File: src/rtl/hilb_pkg.sv
`timescale 1ns / 1ps
// ----------------------------------------------------------------------------
// hilb_pkg: shared types, sizes and bit-level functions
// Sizes of the Hilbert index transform and the per-stage combinational
// steps. Covers the undo pass at one bit level and the final Gray, mask
// and interleave step.
// ----------------------------------------------------------------------------
package hilb_pkg;

  // Coordinate width and number of axes
  localparam int unsigned BITS  = 5;
  localparam int unsigned DIMS  = 3;
  // Index width and number of undo levels (bit BITS-1 down to bit 1)
  localparam int unsigned IDX_W = BITS * DIMS;
  localparam int unsigned NLVL  = BITS - 1;

  typedef logic [BITS-1:0]  axis_t;
  typedef axis_t [DIMS-1:0] axes_t;
  typedef logic [IDX_W-1:0] index_t;

  // Mask of all bits below bit position b
  function automatic axis_t low_mask(input int unsigned b);
    axis_t m;
    for (int unsigned p = 0; p < BITS; p++) begin
      m[p] = (p < b);
    end
    return m;
  endfunction

  // One level of the inverse undo pass: each axis in turn either inverts
  // the low bits of axis 0 or swaps its low bits with those of axis 0.
  function automatic axes_t undo_level(input axes_t a_in, input int unsigned b);
    axes_t a;
    axis_t low;
    axis_t t;
    a   = a_in;
    low = low_mask(b);
    for (int unsigned i = 0; i < DIMS; i++) begin
      if (a[i][b]) begin
        a[0] = a[0] ^ low;
      end else begin
        t    = (a[0] ^ a[i]) & low;
        a[0] = a[0] ^ t;
        a[i] = a[i] ^ t;
      end
    end
    return a;
  endfunction

  // Gray encode across axes, apply the correction mask from the last
  // axis, then interleave: top level first, axis 0 first within a level.
  function automatic index_t finish_index(input axes_t a_in);
    axes_t  a;
    axis_t  t;
    index_t idx;
    a = a_in;
    for (int unsigned i = 1; i < DIMS; i++) begin
      a[i] = a[i] ^ a[i-1];
    end
    t = '0;
    for (int unsigned b = 1; b < BITS; b++) begin
      if (a[DIMS-1][b]) begin
        t = t ^ low_mask(b);
      end
    end
    for (int unsigned i = 0; i < DIMS; i++) begin
      a[i] = a[i] ^ t;
    end
    for (int unsigned k = 0; k < BITS; k++) begin
      for (int unsigned i = 0; i < DIMS; i++) begin
        idx[k*DIMS + (DIMS-1-i)] = a[i][k];
      end
    end
    return idx;
  endfunction

endpackage

File: src/rtl/hilbert_index_from_coords.sv
`timescale 1ns / 1ps
// Stages: one register per undo level (bit BITS-1 down to bit 1) plus the
//   output register.
// Throughput: one transaction per cycle while out_stall is low; each stage
//   advances when it is empty or its successor advances, so bubbles are squeezed out on stall.
// Reset: synchronous active-low rst_n clears all stage valid bits.
// ----------------------------------------------------------------------------
// hilbert_index_from_coords: Skilling axes-to-Hilbert-index transform
// Pipelined per bit level of the undo pass; the last stage does Gray
// encoding, the correction mask and the bit interleave.
// ----------------------------------------------------------------------------
module hilbert_index_from_coords (
  input  logic                          clk,
  input  logic                          rst_n,
  input  logic                          in_valid,
  output logic                          in_stall,
  input  logic [hilb_pkg::BITS-1:0]     in_coord_0,
  input  logic [hilb_pkg::BITS-1:0]     in_coord_1,
  input  logic [hilb_pkg::BITS-1:0]     in_coord_2,
  output logic                          out_valid,
  input  logic                          out_stall,
  output logic [hilb_pkg::IDX_W-1:0]    out_hilbert_index
);

  localparam int unsigned NLVL = hilb_pkg::NLVL;

  // Stage registers: NLVL undo stages, then the output stage
  hilb_pkg::axes_t  ax_r  [NLVL];
  hilb_pkg::axes_t  ax_nxt[NLVL];
  hilb_pkg::index_t idx_r;
  hilb_pkg::index_t idx_nxt;
  logic [NLVL:0]    vld_r;
  logic [NLVL:0]    adv;
  hilb_pkg::axes_t  in_axes;

  assign in_axes[0] = in_coord_0;
  assign in_axes[1] = in_coord_1;
  assign in_axes[2] = in_coord_2;

  // Advance chain: a stage moves when empty or when its successor moves
  always_comb begin
    adv[NLVL] = !vld_r[NLVL] || !out_stall;
    for (int j = NLVL - 1; j >= 0; j--) begin
      adv[j] = !vld_r[j] || adv[j+1];
    end
  end

  assign in_stall = !adv[0];

  // Undo pass, one bit level per stage
  for (genvar j = 0; j < NLVL; j++) begin : g_lvl
    if (j == 0) begin : g_first
      assign ax_nxt[j] = hilb_pkg::undo_level(in_axes, NLVL - j);
    end else begin : g_rest
      assign ax_nxt[j] = hilb_pkg::undo_level(ax_r[j-1], NLVL - j);
    end

    always_ff @(posedge clk) begin
      if (adv[j]) begin
        ax_r[j] <= ax_nxt[j];
      end
    end
  end

  // Gray, correction mask and interleave
  assign idx_nxt = hilb_pkg::finish_index(ax_r[NLVL-1]);

  always_ff @(posedge clk) begin
    if (adv[NLVL]) begin
      idx_r <= idx_nxt;
    end
  end

  // Valid bits travel with the data
  always_ff @(posedge clk) begin
    if (!rst_n) begin
      vld_r <= '0;
    end else begin
      if (adv[0]) begin
        vld_r[0] <= in_valid;
      end
      for (int j = 1; j <= int'(NLVL); j++) begin
        if (adv[j]) begin
          vld_r[j] <= vld_r[j-1];
        end
      end
    end
  end

  assign out_valid         = vld_r[NLVL];
  assign out_hilbert_index = idx_r;

  // Input is held off only when every stage is occupied
  a_stall_full: assert property (@(posedge clk) disable iff (!rst_n)
    in_stall |-> (&vld_r))
    else $error("input stalled with an empty pipeline stage");

  // The blocked first stage keeps its transaction
  a_hold_first: assert property (@(posedge clk) disable iff (!rst_n)
    (vld_r[0] && !adv[0]) |=> (vld_r[0] && $stable(ax_r[0])))
    else $error("first stage lost or changed a stalled transaction");

  // A new result only comes from an occupied last undo stage
  a_out_src: assert property (@(posedge clk) disable iff (!rst_n)
    $rose(out_valid) |-> $past(vld_r[NLVL-1]))
    else $error("result appeared without a source transaction");

  // Output held while stalled
  a_out_hold: assert property (@(posedge clk) disable iff (!rst_n)
    (vld_r[NLVL] && out_stall) |=> (vld_r[NLVL] && $stable(idx_r)))
    else $error("stalled result changed");

endmodule

File: config.mk
export PLATFORM = sky130hd
export DESIGN_NAME = hilbert_index_from_coords
export DESIGN_NICKNAME = d
export VERILOG_FILES = /design/src/rtl/hilb_pkg.sv /design/src/rtl/hilbert_index_from_coords.sv
export SDC_FILE = /design/constraint.sdc
export NUM_CORES = 1
export LEC_CHECK = 0
export BUFFER_PORTS_ARGS = -buffer_cell sky130_fd_sc_hd__buf_2
export CELL_PAD_IN_SITES_DETAIL_PLACEMENT = 0
export CELL_PAD_IN_SITES_GLOBAL_PLACEMENT = 1
export CORE_UTILIZATION = 29
export DETAILED_ROUTE_END_ITERATION = 6
export MAX_ROUTING_LAYER = met4
export PLACE_DENSITY_LB_ADDON = 0.1
export SLEW_MARGIN = 20
export SYNTH_ARGS = -nofsm -noshare
export SYNTH_HDL_FRONTEND = slang
export SYNTH_SLANG_ARGS = --single-unit
File: constraint.sdc
create_clock -name clk -period 2.7 [get_ports clk]
set_input_delay 0.54 -clock clk [delete_from_list [all_inputs] [get_ports clk]]
set_output_delay 0.54 -clock clk [all_outputs]
set_load 0.02 [all_outputs]
Word-level counts from Yosys, hierarchy flattened
Memory sizes are Yosys's and may differ from the RTL's.
Cells that the tools add are included.
- bitwise operators: 56
- reductions and logical operators: 12
- multiplexer cells: 32
- operators with widths (operator ; count):
    $mux W5 ; 20
    $xor A5 B1 Y5 ; 6
    $xor A5 B2 Y5 ; 6
    $xor A5 B3 Y5 ; 6
    $xor A5 B4 Y5 ; 6
    $xor A5 B5 Y5 ; 5
    $not A4 Y4 ; 4
    $not A3 Y3 ; 4
    $xor A4 B4 Y4 ; 3
    $mux W1 ; 9
    $xor A3 B3 Y3 ; 3
    $not A2 Y2 ; 4
    $logic_not A1 Y1 ; 7
    $xor A2 B2 Y2 ; 3
    $logic_or A1 B1 Y1 ; 5
    $mux W4 ; 1
    $mux W3 ; 1
    $not A1 Y1 ; 3
    $xor A1 B1 Y1 ; 3
    $mux W2 ; 1
- input bits: 19
- flip-flop bits (word level): 20
- word-level logic and storage cells: 107
- RAM bits: 60
- memories kept: 1
- memory list (name ; depth ; width ; rd ports ; clocked after memory_dff ; write ports ; line ; source):
    ax_r ; 4 ; 15 ; 4 ; 0 ; 4 ; hilbert_index_from_coords.sv:28 ; hilb_pkg::axes_t ax_r [NLVL];

Longest topological paths before layout
- word-level depth: 10
- mapped depth: 5

Worst setup path after synthesis
No wires, ideal clock.
- path type: register to register
- from: memory ax_r[3][4] (netlist name)
- to: register idx_r[0] (netlist: out_hilbert_index[0]), data pin
- path slack: 0.523 ns
- clock period less this slack: 2.177 ns
- buffers on the path: 0
- data required time: 2.437 ns
- stages on the path, launching flop included: 6
- data arrival time: 1.914 ns
- cell sequence: edfxtp_1 xnor2_2 xor3_2 xnor3_2 xnor2_4 xor2_1
- RTL lines (what ; line ; source):
    start: declaration ; hilbert_index_from_coords.sv:28 ;
    end signal: assignment ; hilbert_index_from_coords.sv:70 ; idx_r <= idx_nxt;
    end: declaration ; hilbert_index_from_coords.sv:30 ; hilb_pkg::index_t idx_r;

==> out/results.tsv <==
stage	metric	value	unit
floorplan	die_area	11700	µm²
synth	post_synth.cell_area_avg	15.9	µm²
pwr	power.share.switching	0.284	
setup_path	cp-endpoint	out_hilbert_index[0]	
cts	clock_latency	350	ps
floorplan	die_w	108	µm
synth	synth.top_cell.area_share	0.689	
setup_path	worst-endpoint-required	2810	ps
route	drt_wl_total	4060	µm
final_layout	drive_gt1_frac	0.244	
synth	ys_ff_latch	80	
timing	setup_violations	0	
synth	synth.distinct_cells	19	
route	wl_per_cell	10.4	µm
place	gp_congestion	0.629	
floorplan	pin_count	36	
global_routing	antenna_found_initial	0	
run_status	status	finished clean	
pwr	p_leak	1.53	nW
setup_path	critPathArrivalTime	2370	ps
timing	fin_setup_tns	0	ps
cts	clkTransAtPathRegs	90	ps
floorplan	dieHeight	108	µm
route	vias	1506	
setup_path	critPathKind	register to register	
pwr	power-per-cell-area	946	nW/µm²
flow_run	drv_cap	0	
floorplan	initial_core_util	0.300	
cts	htreeDepth	3	
synth	syn_inst	205	
synth	synth_warnings	0	
setup_path	rr_endpoint	out_hilbert_index[0]	
timing	worst_pin_slew	621	ps
timing	rsz0062_at_grt	no	
global_routing	grtUsageTotal	0.0832	
place	port_buffers	35	
pwr	combPwrFrac	0.253	
final_layout	stdcell_count	390	
floorplan	num_rows	38	
cts	post_cts_resize_count	0	
global_routing	grt_max_degree	16	
place	dp.cells	374	
final_layout	antenna_cells	0	
cts	cts_setup_buffers	0	
setup_path	reg2reg_from	ax_r[3][4]	
global_routing	grt_pass1_wl	6840	µm
final_layout	layout_common_cells	75 x edfxtp_1, 35 x buf_2, 26 x inv_1	
timing	finClkSkew	11.3	ps
pwr	p_seq_frac	0.522	
place	dp_hpwl	2930	µm
pwr	p_sw	0.00102	W
timing	finalCriticalPeriod	2260	ps
floorplan	core-area	10900	µm²
synth	syn_nets	224	
timing	slew_viol_final	0	
setup_path	cp-startpoint	ax_r[3][4]	
route	vias_per_cell	3.86	
cts	cts_tree	built	
cts	numClockSinks	80	
timing	hold_violations	0	
cts	cts_hold_buf	0	
setup_path	worst_setup_path_end_kind	register	
final_layout	nets	264	
global_routing	first_global_vias	1466	
setup_path	start_kind	register	
route	dr.pass1.iters	4	
setup_path	ff2ff_setup_slack	440	ps
final_layout	syn_to_final_growth	15.6	%
synth	ys_seq_area_frac	0.719	
global_routing	overflow	0	
route	drcViolationCount	0	
timing	fin_crit_sh	0.837	
cts	clock_path_buffers	2	
min_path	worst_hold_path_type	input pin to register	
setup_path	reg2regPathDepth	5	
pwr	vdd_drop_max	463	µV
synth	yosys.area.top_type	edfxtp_1	
cts	cts_buffers	9	
timing	clock.fmax	443	MHz
route	ant_nets	0	
pwr	clkPwrFrac	0.224	
pwr	intPower	0.00256	W
final_layout	mostFrequentLayoutCell	edfxtp_1	
route	drtIter0Drc	31	
timing	relSlewSlack	0.585	
synth	syn-cell-area	3270	µm²
cts	cts_root_buf	clkbuf_8	
synth	netlist_top_cells_area	edfxtp_1 69%, mux2i_1 7.0%, xnor2_1 5.4%	
setup_path	critPathMaxFanout	4	
worst min path at each step:
stage,from,endpoint,slack (ps),cells past startpoint
after global routing,in_valid,vld_r[0],390,2
final,in_valid,vld_r[0],400,2
after floorplan,ax_r[0][14],ax_r[1][14],400,0
after global placement,ax_r[2][7],ax_r[3][7],400,0
after detailed placement,ax_r[1][9],ax_r[2][9],400,0
after CTS,in_valid,vld_r[0],390,2
power groups by stage:
stage                     registers (W)  clock network, W  logic (W)
final                           0.00187          0.000802   0.000905
after global routing            0.00190          0.000873    0.00101
after CTS                       0.00188          0.000835   0.000921
after detailed placement        0.00190                 0   0.000920
after global placement          0.00190                 0   0.000914
after floorplan                 0.00199                 0   0.000639
state kept, by name (all words and copies together), names as in the netlist:
register and cells:
ax_r 60, out_hilbert_index 15, vld_r 5
worst max-delay path, stage by stage, from the launching register on:
cell	delay [ps]
edfxtp_1	430
xnor2_2	300
xor3_2	440
xnor3_2	480
xnor2_4	200
xor2_1	170
Yosys cell counts:
library cell / count
nor2b_1: 2
clkbuf_1: 6
xnor3_2: 1
mux2i_1: 23
nand2_1: 12
xnor2_1: 20
xor3_2: 1
and2_1: 1
a21oi_1: 2
edfxtp_1: 75
o21ai_0: 10
mux2_2: 7
xnor2_2: 1
dfxtp_1: 5
o21a_1: 3
and3_1: 2
xor2_1: 7
inv_1: 26
xnor2_4: 1
logic make-up (layout without fill, tap and decap cells):
| family | count (synthesis) | after routing | share of synthesized area |
|---|---|---|---|
| AO/OA/AOI/OAI | 15 | 15 | 0.0253 |
| XOR/XNOR | 31 | 31 | 0.101 |
| buffers and inverters | 32 | 77 | 0.0367 |
| flip-flops | 80 | 80 | 0.719 |
| multiplexers | 30 | 30 | 0.0945 |
| AND/OR/NAND/NOR | 17 | 17 | 0.0233 |
area by class of cell:
cell class	instances	area (µm²)
well taps	140	175
clock buffers	11	141
multi-input cells	93	797
repair buffers	35	175
clock inverters	5	40.0
flip-flops and latches	80	2350
fillers	1061	7110
inverters	26	97.6
metal layers:
layer | part of all wire | global-route usage | wire, µm | up-vias
li1 | - | - | - | 796
met1 | 0.43 | 0.0850 | 1750 | 658
met2 | 0.48 | 0.132 | 1960 | 40
met3 | 0.049 | 0.0199 | 199 | 12
met4 | 0.037 | 0.0763 | 150 | 0
met5 | 0 | - | 0 | -
metrics by stage:
step / utilization / hold slack (ps) / setup WS [ps] / cell area (µm²) / power (W)
final: 0.347 / 396 / 441 / 3780 / 0.00358
after global routing: 0.347 / 389 / 333 / 3780 / 0.00379
after CTS: 0.347 / 385 / 415 / 3780 / 0.00363
after detailed placement: 0.330 / 405 / 424 / 3600 / 0.00282
after global placement: 0.330 / 404 / 430 / 3600 / 0.00281
after floorplan: - / 400 / 523 / 3270 / 0.00263
(Power assumes the default switching activity.)
